## src/design/fpwc_pkg.sv

```systemverilog
// Package of the page write combiner: widths, codes and the shared item types.
package fpwc_pkg;

  localparam int PAGE_BYTES_DEF   = 256;
  localparam int ADDRESS_BITS_DEF = 24;

  localparam int OUT_ADDR_W = 24;
  localparam int WORD_IDX_W = 5;
  localparam int DATA_W     = 64;
  localparam int COUNT_W    = 25;
  localparam int OFFSET_W   = 24;
  localparam int BASE_W     = 24;
  localparam int CFG_IDX_W  = 2;
  localparam int CFG_DATA_W = 25;

  localparam int CMD_DEPTH = 4;
  localparam int OUT_DEPTH = 4;

  localparam logic [COUNT_W-1:0] COUNT_MAX  = 25'h1000000;
  localparam logic [7:0]         BLANK_BYTE = 8'hFF;

  localparam logic [CFG_IDX_W-1:0] CFG_BASE = 2'd0;
  localparam logic [CFG_IDX_W-1:0] CFG_SIZE = 2'd1;

  typedef enum logic {
    CMD_STORE = 1'b0,
    CMD_EMIT  = 1'b1
  } cmd_op_t;

  // A store carries the byte address; an emit carries the page address and
  // the byte count to report with the page.
  typedef struct packed {
    cmd_op_t                 op;
    logic [OUT_ADDR_W-1:0]   addr;
    logic [7:0]              data;
    logic [COUNT_W-1:0]      count;
  } cmd_t;

  typedef struct packed {
    logic [OUT_ADDR_W-1:0]   page_address;
    logic [WORD_IDX_W-1:0]   word_index;
    logic [DATA_W-1:0]       word_data;
    logic                    last_word;
    logic [COUNT_W-1:0]      bytes_stored;
  } out_t;

endpackage

```

## src/design/fpwc_fifo.sv

```systemverilog
// Small register queue used between the front and back parts and at the output.
module fpwc_fifo
  import fpwc_pkg::*;
#(
  parameter int DEPTH = CMD_DEPTH,
  parameter int WIDTH = 8
) (
  input  logic                         clk,
  input  logic                         rst,
  input  logic                         push,
  input  logic [WIDTH-1:0]             wdata,
  output logic                         full,
  input  logic                         pop,
  output logic [WIDTH-1:0]             rdata,
  output logic                         empty,
  output logic [$clog2(DEPTH+1)-1:0]   count
);

  localparam int AW = $clog2(DEPTH);
  localparam int CW = $clog2(DEPTH + 1);

  logic [WIDTH-1:0] slots [DEPTH];
  logic [AW-1:0]    wr_ptr;
  logic [AW-1:0]    rd_ptr;
  logic             push_ok;
  logic             pop_ok;

  assign full    = (count == CW'(DEPTH));
  assign empty   = (count == '0);
  assign push_ok = push && !full;
  assign pop_ok  = pop && !empty;
  assign rdata   = slots[rd_ptr];

  always_ff @(posedge clk) begin
    if (rst) begin
      wr_ptr <= '0;
      rd_ptr <= '0;
      count  <= '0;
    end else begin
      if (push_ok) begin
        wr_ptr <= wr_ptr + AW'(1);
      end
      if (pop_ok) begin
        rd_ptr <= rd_ptr + AW'(1);
      end
      if (push_ok && !pop_ok) begin
        count <= count + CW'(1);
      end else if (pop_ok && !push_ok) begin
        count <= count - CW'(1);
      end
    end
  end

  always_ff @(posedge clk) begin
    if (push_ok) begin
      slots[wr_ptr] <= wdata;
    end
  end

endmodule

```

## src/design/fpwc_front.sv

```systemverilog
// Front part: takes input items, filters and maps bytes, and decides page emissions.
module fpwc_front
  import fpwc_pkg::*;
#(
  parameter int PAGE_BYTES   = PAGE_BYTES_DEF,
  parameter int ADDRESS_BITS = ADDRESS_BITS_DEF
) (
  input  logic                   clk,
  input  logic                   rst,
  input  logic                   cfg_valid,
  input  logic [CFG_IDX_W-1:0]   cfg_index,
  input  logic [CFG_DATA_W-1:0]  cfg_data,
  input  logic                   push,
  input  logic                   mode,
  input  logic [OFFSET_W-1:0]    byte_offset,
  input  logic [7:0]             data_byte,
  output logic                   full,
  input  logic                   cmd_full,
  output logic                   cmd_push,
  output cmd_t                   cmd
);

  localparam int SUM_W = (ADDRESS_BITS > COUNT_W) ? ADDRESS_BITS : COUNT_W;
  localparam logic [ADDRESS_BITS-1:0] PAGE_MASK = ~ADDRESS_BITS'(PAGE_BYTES - 1);

  logic [BASE_W-1:0]        transfer_base;
  logic [COUNT_W-1:0]       transfer_size;
  logic [ADDRESS_BITS-1:0]  current_page;
  logic                     page_pending;
  logic [COUNT_W-1:0]       stored_count;
  logic                     hold_valid;
  cmd_t                     hold_cmd;

  logic                     accept;
  logic                     in_range;
  logic [SUM_W-1:0]         addr_sum;
  logic [ADDRESS_BITS-1:0]  byte_addr;
  logic [ADDRESS_BITS-1:0]  byte_page;
  logic                     emit_now;
  logic                     store_now;
  cmd_t                     emit_cmd;
  cmd_t                     store_cmd;

  assign full      = hold_valid || cmd_full;
  assign accept    = push && !full;
  assign in_range  = ({1'b0, byte_offset} < transfer_size);
  assign addr_sum  = SUM_W'(transfer_base) + SUM_W'(byte_offset);
  assign byte_addr = addr_sum[ADDRESS_BITS-1:0];
  assign byte_page = byte_addr & PAGE_MASK;
  assign store_now = !mode && in_range;
  assign emit_now  = page_pending && (mode || (in_range && (current_page != byte_page)));

  always_comb begin
    emit_cmd.op     = CMD_EMIT;
    emit_cmd.addr   = OUT_ADDR_W'(current_page);
    emit_cmd.data   = 8'h00;
    emit_cmd.count  = stored_count;
    store_cmd.op    = CMD_STORE;
    store_cmd.addr  = OUT_ADDR_W'(byte_addr);
    store_cmd.data  = data_byte;
    store_cmd.count = stored_count;
  end

  always_comb begin
    if (hold_valid) begin
      cmd_push = !cmd_full;
      cmd      = hold_cmd;
    end else if (accept && emit_now) begin
      cmd_push = 1'b1;
      cmd      = emit_cmd;
    end else begin
      cmd_push = accept && store_now;
      cmd      = store_cmd;
    end
  end

  always_ff @(posedge clk) begin
    if (rst) begin
      transfer_base <= '0;
      transfer_size <= '0;
    end else if (cfg_valid) begin
      unique case (cfg_index)
        CFG_BASE: transfer_base <= cfg_data[BASE_W-1:0];
        CFG_SIZE: transfer_size <= cfg_data;
        default: ;
      endcase
    end
  end

  always_ff @(posedge clk) begin
    if (rst) begin
      current_page <= '0;
      page_pending <= 1'b0;
      stored_count <= '0;
      hold_valid   <= 1'b0;
    end else begin
      if (hold_valid && !cmd_full) begin
        hold_valid <= 1'b0;
      end
      if (accept) begin
        if (emit_now && store_now) begin
          hold_valid <= 1'b1;
        end
        if (store_now) begin
          current_page <= byte_page;
          page_pending <= 1'b1;
          if (stored_count < COUNT_MAX) begin
            stored_count <= stored_count + COUNT_W'(1);
          end
        end else if (emit_now) begin
          page_pending <= 1'b0;
        end
      end
    end
  end

  always_ff @(posedge clk) begin
    if (accept && emit_now && store_now) begin
      hold_cmd <= store_cmd;
    end
  end

endmodule

```

## src/design/fpwc_back.sv

```systemverilog
// Back part: writes bytes into the page memory and reads pages out word by word.
module fpwc_back
  import fpwc_pkg::*;
#(
  parameter int PAGE_BYTES = PAGE_BYTES_DEF
) (
  input  logic                             clk,
  input  logic                             rst,
  input  logic                             cmd_empty,
  input  cmd_t                             cmd,
  output logic                             cmd_pop,
  input  logic [$clog2(OUT_DEPTH+1)-1:0]   oq_count,
  output logic                             oq_push,
  output out_t                             oq_data
);

  localparam int WORDS    = PAGE_BYTES / 8;
  localparam int WORD_AW  = $clog2(WORDS);
  localparam int PAGE_AW  = $clog2(PAGE_BYTES);
  localparam int OQ_CNT_W = $clog2(OUT_DEPTH + 1);

  typedef enum logic [1:0] {
    ST_CMD  = 2'b01,
    ST_EMIT = 2'b10
  } back_state_t;

  back_state_t               state;
  back_state_t               state_next;
  logic [WORD_AW-1:0]        word;
  logic [OUT_ADDR_W-1:0]     emit_page;
  logic [COUNT_W-1:0]        emit_count;
  logic                      rd_pend;
  logic [WORD_AW-1:0]        rd_idx;
  logic [7:0][7:0]           rd_row;
  logic [7:0]                rd_vld;
  logic [PAGE_BYTES-1:0]     byte_valid;
  logic [7:0][7:0]           page_mem [WORDS];

  logic                      credit;
  logic                      issue;
  logic                      last_issue;
  logic                      store_wr;
  logic [PAGE_AW-1:0]        pos;

  assign credit     = ((OQ_CNT_W + 1)'(oq_count) + (OQ_CNT_W + 1)'(rd_pend))
                      < (OQ_CNT_W + 1)'(OUT_DEPTH);
  assign issue      = (state == ST_EMIT) && credit;
  assign last_issue = (word == WORD_AW'(WORDS - 1));
  assign cmd_pop    = (state == ST_CMD) && !cmd_empty;
  assign store_wr   = cmd_pop && (cmd.op == CMD_STORE);
  assign pos        = cmd.addr[PAGE_AW-1:0];

  always_comb begin
    state_next = state;
    unique case (state)
      ST_CMD: begin
        if (cmd_pop && (cmd.op == CMD_EMIT)) begin
          state_next = ST_EMIT;
        end
      end
      ST_EMIT: begin
        if (issue && last_issue) begin
          state_next = ST_CMD;
        end
      end
      default: state_next = ST_CMD;
    endcase
  end

  always_ff @(posedge clk) begin
    if (rst) begin
      state   <= ST_CMD;
      word    <= '0;
      rd_pend <= 1'b0;
    end else begin
      state   <= state_next;
      rd_pend <= issue;
      if (cmd_pop && (cmd.op == CMD_EMIT)) begin
        word <= '0;
      end else if (issue) begin
        word <= word + WORD_AW'(1);
      end
    end
  end

  always_ff @(posedge clk) begin
    if (cmd_pop && (cmd.op == CMD_EMIT)) begin
      emit_page  <= cmd.addr;
      emit_count <= cmd.count;
    end
    if (issue) begin
      rd_idx <= word;
    end
  end

  always_ff @(posedge clk) begin
    if (store_wr) begin
      page_mem[pos[PAGE_AW-1:3]][pos[2:0]] <= cmd.data;
    end
    if (issue) begin
      rd_row <= page_mem[word];
    end
  end

  always_ff @(posedge clk) begin
    if (rst) begin
      byte_valid <= '0;
    end else if (issue && last_issue) begin
      byte_valid <= '0;
    end else if (store_wr) begin
      byte_valid[pos] <= 1'b1;
    end
  end

  always_ff @(posedge clk) begin
    if (issue) begin
      rd_vld <= byte_valid[{word, 3'b000} +: 8];
    end
  end

  always_comb begin
    oq_push              = rd_pend;
    oq_data.page_address = emit_page;
    oq_data.word_index   = WORD_IDX_W'(rd_idx);
    oq_data.last_word    = (rd_idx == WORD_AW'(WORDS - 1));
    oq_data.bytes_stored = emit_count;
    for (int lane = 0; lane < 8; lane++) begin
      oq_data.word_data[lane*8 +: 8] = rd_vld[lane] ? rd_row[lane] : BLANK_BYTE;
    end
  end

endmodule

```

## src/design/flash_page_write_combiner_core.sv

```systemverilog
// Top level of the page write combiner: front part, command queue, back part, output queue.
//
//   channel   handshake               payload
//   input     push / full             mode, byte_offset, data_byte
//   result    empty / pop             page_address, word_index, word_data,
//                                     last_word, bytes_stored
//   config    cfg_valid / cfg_ready   cfg_index, cfg_data
//
// One item is taken per cycle while full is low; an item that closes a dirty page holds
// the input while its store follows the emit into the queue.
// A page goes out as PAGE_BYTES/8 words at one word per cycle while the output queue has
// room, through the single read port of the page memory; stores queued behind it wait.
// Reset is synchronous and clears all control state and the byte valid map.
// Either side may stall on its own; the queues absorb short stalls.
module flash_page_write_combiner_core
  import fpwc_pkg::*;
#(
  parameter int PAGE_BYTES   = PAGE_BYTES_DEF,
  parameter int ADDRESS_BITS = ADDRESS_BITS_DEF
) (
  input  logic                   clk,
  input  logic                   rst,
  input  logic                   cfg_valid,
  output logic                   cfg_ready,
  input  logic [CFG_IDX_W-1:0]   cfg_index,
  input  logic [CFG_DATA_W-1:0]  cfg_data,
  input  logic                   push,
  output logic                   full,
  input  logic                   mode,
  input  logic [OFFSET_W-1:0]    byte_offset,
  input  logic [7:0]             data_byte,
  output logic                   empty,
  input  logic                   pop,
  output logic [OUT_ADDR_W-1:0]  page_address,
  output logic [WORD_IDX_W-1:0]  word_index,
  output logic [DATA_W-1:0]      word_data,
  output logic                   last_word,
  output logic [COUNT_W-1:0]     bytes_stored
);

  localparam int OQ_CNT_W = $clog2(OUT_DEPTH + 1);

  cmd_t                 front_cmd;
  cmd_t                 back_cmd;
  logic                 cmd_push;
  logic                 cmd_full;
  logic                 cmd_pop;
  logic                 cmd_empty;
  logic                 oq_push;
  out_t                 oq_wdata;
  out_t                 oq_rdata;
  logic [OQ_CNT_W-1:0]  oq_count;

  assign cfg_ready = 1'b1;

  fpwc_front #(
    .PAGE_BYTES   (PAGE_BYTES),
    .ADDRESS_BITS (ADDRESS_BITS)
  ) u_front (
    .clk         (clk),
    .rst         (rst),
    .cfg_valid   (cfg_valid),
    .cfg_index   (cfg_index),
    .cfg_data    (cfg_data),
    .push        (push),
    .mode        (mode),
    .byte_offset (byte_offset),
    .data_byte   (data_byte),
    .full        (full),
    .cmd_full    (cmd_full),
    .cmd_push    (cmd_push),
    .cmd         (front_cmd)
  );

  fpwc_fifo #(
    .DEPTH (CMD_DEPTH),
    .WIDTH ($bits(cmd_t))
  ) u_cmd_q (
    .clk   (clk),
    .rst   (rst),
    .push  (cmd_push),
    .wdata (front_cmd),
    .full  (cmd_full),
    .pop   (cmd_pop),
    .rdata (back_cmd),
    .empty (cmd_empty),
    .count ()
  );

  fpwc_back #(
    .PAGE_BYTES (PAGE_BYTES)
  ) u_back (
    .clk       (clk),
    .rst       (rst),
    .cmd_empty (cmd_empty),
    .cmd       (back_cmd),
    .cmd_pop   (cmd_pop),
    .oq_count  (oq_count),
    .oq_push   (oq_push),
    .oq_data   (oq_wdata)
  );

  fpwc_fifo #(
    .DEPTH (OUT_DEPTH),
    .WIDTH ($bits(out_t))
  ) u_out_q (
    .clk   (clk),
    .rst   (rst),
    .push  (oq_push),
    .wdata (oq_wdata),
    .full  (),
    .pop   (pop),
    .rdata (oq_rdata),
    .empty (empty),
    .count (oq_count)
  );

  assign page_address = oq_rdata.page_address;
  assign word_index   = oq_rdata.word_index;
  assign word_data    = oq_rdata.word_data;
  assign last_word    = oq_rdata.last_word;
  assign bytes_stored = oq_rdata.bytes_stored;

endmodule

```

## config.mk

```make
export PLATFORM = sky130hd
export DESIGN_NAME = flash_page_write_combiner_core
export DESIGN_NICKNAME = d
export VERILOG_FILES = /design/src/design/fpwc_pkg.sv /design/src/design/fpwc_fifo.sv /design/src/design/fpwc_front.sv /design/src/design/fpwc_back.sv /design/src/design/flash_page_write_combiner_core.sv
export SDC_FILE = /design/constraint.sdc
export NUM_CORES = 2
export LEC_CHECK = 0
export ABC_AREA = 0
export BUFFER_PORTS_ARGS = -buffer_cell sky130_fd_sc_hd__buf_2
export CAP_MARGIN = 20
export CORE_ASPECT_RATIO = 0.6
export CORE_UTILIZATION = 45
export DETAILED_ROUTE_END_ITERATION = 12
export PLACE_DENSITY = 0.56
export SLEW_MARGIN = 15
export SYNTH_ARGS = -nofsm -noshare
export SYNTH_HDL_FRONTEND = slang
export SYNTH_SLANG_ARGS = --single-unit
```

## constraint.sdc

```tcl
create_clock -name clk -period 10.6 [get_ports clk]
set_input_delay 0.53 -clock clk [delete_from_list [all_inputs] [get_ports clk]]
set_output_delay 0.53 -clock clk [all_outputs]
set_load 0.05 [all_outputs]
```

==> results.py <==
metrics = {
    "route": {
        "met3RoutedLength_um": 32340,
        "topRoutingLayerUsed": "met5",
        "route.detailed.wl_per_inst_um": 29.89,
        "routed_wirelength_um": 323700,
        "vias": 63450,
        "detailedRoute.firstIterationViolations": 7504,
        "antenna_violating_nets_remaining": 0,
        "wl_met1_um": 149600,
        "vias_per_cell": 5.859,
        "number_of_search_and_repair_iterations_in_the_first_detailed_routing_pass": 6,
        "remaining_drc_errors": 0,
        "routed-wl-met2_um": 135000,
    },
    "clock_tree": {
        "cts_root_buf": "clkbuf_16",
        "cts_tree": "yes",
        "cts_inserted_buffers": 308,
        "cts.sink_count": 3313,
        "cts.clk_slew.worst_paths_ns": 0.07,
        "ctsLongestPathBuffers": 4,
        "worstSkewPairLatency_ns": 0.90,
        "htreeDepth": 5,
    },
    "synthesis": {
        "yosysSeqAreaShare_pct": 74.88,
        "syn_nets": 6632,
        "netlist_top_cells_count": "edfxtp_1 (2939), mux4_2 (896), nor2_1 (709), dfxtp_1 (374), a21oi_1 (341)",
        "synth_cell_types": 78,
        "yosysWarningCount": 0,
        "postSynthAreaPerCell_um2": 19.66,
        "yosys.area.top_type": "edfxtp_1",
        "post-synth-top-count-cell": "edfxtp_1",
        "synth-seq-cells": 3313,
        "netlist.area_leader.share_pct": 69.02,
        "synth_edf_count": 2939,
        "synthArstFlopShare_pct": 0,
        "synth_flop_cell": "edfxtp_1",
        "ys_top_cells_by_area": "edfxtp_1 (69%), mux4_2 (16%), dfxtp_1 (5.9%)",
        "synth.cell_area_um2": 127900,
        "post_synthesis_cells": 6505,
    },
    "floorplanning": {
        "initial_utilization_pct": 45.27,
        "chipHeight_um": 414.9,
        "floorplan.rows": 151,
        "design.die.area_um2": 286400,
        "core_area_um2": 282500,
        "floorplan.die.width_um": 690.2,
        "design.portCount": 187,
    },
    "global_route": {
        "grt.overflow.total": 0,
        "grt.total_usage_pct": 22.39,
        "first_global_vias": 62340,
        "maximum_number_of_pins_on_one_net_before_global_route_repair": 177,
        "grt_first_pass_wirelength_um": 463000,
        "grt_antenna_before_repair": 29,
    },
    "sta": {
        "timing.final.max_slew_violations": 0,
        "period_needed_ns": 5.404,
        "setup_tns_ns": 0,
        "worst_clock_skew_ns": 0.06064,
        "final_worst_path_cycle_share_pct": 50.98,
        "worstMarginPinSlew_ns": 1.143,
        "fmax_mhz": 185.1,
        "hold_viol": 0,
        "worst_slew_margin_rel_pct": 23.49,
        "fin_hold_ws_ns": 0.09662,
        "rsz0062_at_grt": "false",
        "final-setup-viol-count": 0,
    },
    "setup_path": {
        "cp.required_ns": 11.08,
        "path_cells": "buf_4 > mux4_2 > nand2b_1 > nor2_2 > nand2_1 > buf_4 > nor2_1",
        "end_kind": "flop",
        "timing.critical_path.fanout_max": 40,
        "crit_arrival_ns": 5.88,
        "max_stage_delay_ns": 0.81,
        "cpMaxStageDelayCell": "nand2_1",
        "cp_common_cell": "buf_4",
        "worstSetupStartpointType": "flop",
        "critPathKind": "reg2reg",
        "rr_worst_depth": 7,
    },
    "power": {
        "ir_drop_mv": 0.1360,
        "total_power_mw": 30.29,
        "pwr_density_cell_nw_per_um2": 210.4,
        "leakagePower_nw": 44.41,
    },
    "finish": {
        "final_layout_size_suffix_gt1_share_pct": 25.87,
        "num-nets-final": 6964,
        "number_of_fill_cells": 22290,
        "syn_to_layout_area_delta_pct": 12.59,
        "final_design_area_no_fill_um2": 144000,
    },
    "job": {
        "max-cap-violations": 0,
    },
    "place": {
        "dp_hpwl_um": 198600,
        "placed_area_um2": 133600,
        "portBuffers": 185,
        "final_estimated_routing_congestion_in_global_placement": 0.8539,
    },
    "hold_path": {
        "worstHoldPathCells": 4,
        "holdCritPathClass": "in2reg",
    },
    "status": {
        "status": "finished clean",
    },
}
## per-stage QoR
stage	util (%)	cells	worst slack, ns
floorplan	-	6505	2.175
global placement	47.26	10230	4.903
detailed placement	47.28	10230	4.869
CTS	50.93	10810	4.851
global route	50.97	10820	4.682
finish	50.97	10830	5.196
## sequential cells by signal, indices dropped and copies added, names as in the netlist, 2 cells and up, named ones only
| name | cells |
|---|---|
| u_back.page_mem | 2048 |
| u_out_q.slots | 476 |
| u_back.byte_valid | 256 |
| u_cmd_q.slots | 232 |
| u_back.rd_row | 64 |
| u_front.hold_cmd | 57 |
| u_back.emit_count | 25 |
| u_front.stored_count | 25 |
| u_front.transfer_size | 25 |
| u_back.emit_page | 24 |
| u_front.transfer_base | 24 |
| u_front.current_page | 16 |
| u_back.rd_vld | 8 |
| u_back.rd_idx | 5 |
| u_back.word | 5 |
| u_cmd_q.count | 3 |
| u_out_q.count | 3 |
| u_back.state | 2 |
| u_cmd_q.rd_ptr | 2 |
| u_cmd_q.wr_ptr | 2 |
| u_out_q.rd_ptr | 2 |
| u_out_q.wr_ptr | 2 |
## area by class of cell
class | instances | area [um2] | share of cell area (%)
Antenna cell | 7 | 17.52 | 0.01217
Clock inverter | 152 | 1516 | 1.053
Timing Repair Buffer | 379 | 2641 | 1.835
Multi-Input combinational cell | 2747 | 30550 | 21.22
Tap cell | 3748 | 4690 | 3.257
Clock buffer | 396 | 8442 | 5.864
Inverter | 88 | 330.3 | 0.2294
Sequential cell | 3313 | 95780 | 66.53
## routing by layer
metal,up-vias,track usage (%)
met5,-,0.2981
met4,8,4.940
met3,384,6.781
met2,2427,30.44
met1,33830,35.36
li1,26810,-
## where the power goes
| part | total, mW | internal [mW] | switching (mW) |
|---|---|---|---|
| clock network | 11.2 | 6.29 | 4.87 |
| logic | 3.48 | 0.795 | 2.68 |
| registers | 15.7 | 15.5 | 0.186 |
| total | 30.3 | 22.5 | 7.74 |
## cell families after synthesis
logic type | count (synthesis) | synth area share [%]
compound gates | 498 | 2.225
other cells | 1 | 0.002933
xor+xnor | 56 | 0.4266
simple gates | 1113 | 3.686
buf+inv | 445 | 1.338
mux | 1017 | 16.82
flops | 3313 | 74.88
fa+ha+maj | 62 | 0.6243
## path summary, 6_finish.rpt
kind                                           startpoint                   endpoint  slack, ns
worst min register to register  u_front.transfer_size[21]  u_front.transfer_size[21]       0.45
worst max-delay path                                 flop    u_back.page_mem[10][10]       5.20
worst max register to register                       flop    u_back.page_mem[10][10]       5.20
worst min-delay path                                  pop          u_out_q.rd_ptr[1]        0.1
## critical path: cells and delay by family, from the launching register on
| kind | cells | cell delay (ns) |
|---|---|---|
| and+or+nand+nor | 4 | 2.52 |
| muxes | 1 | 0.67 |
| buffers and inverters | 2 | 1.15 |
| DFF | 1 | 0.59 |
## what timing repair did
| item | 4_1_cts | 5_1_grt |
|---|---|---|
| hold buffers | 34 | 0 |
| buffers inserted | 0 | 0 |
| resized for setup | 0 | 0 |
| hold endpoints to repair | 58 | 0 |
## layout by cell type (no fill, tap or decap), drive strengths merged, types with 5 or more instances in the layout
cell type / synthesis / routed
nor2: 709 / 709
xnor2: 35 / 35
a2bb2oi: 10 / 10
nand4: 12 / 12
diode: 0 / 7
mux2: 94 / 94
a31oi: 9 / 9
ha: 59 / 59
mux2i: 27 / 27
and2: 19 / 19
xor2: 17 / 17
dlygate4sd3: 0 / 34
nor2b: 7 / 7
nor4: 5 / 5
a21oi: 342 / 342
nand2b: 83 / 83
nand2: 189 / 189
a211oi: 12 / 12
o21ai: 46 / 46
clkinvlp: 0 / 14
bufinv: 0 / 26
buf: 108 / 344
nand3: 26 / 26
or3: 16 / 16
a21o: 13 / 13
inv: 87 / 95
dfxtp: 374 / 374
mux4: 896 / 896
o21a: 8 / 8
nor3: 24 / 24
clkbuf: 249 / 397
a221oi: 13 / 13
edfxtp: 2939 / 2939
clkinv: 1 / 105
o211ai: 6 / 6
(Power assumes the default switching activity.)
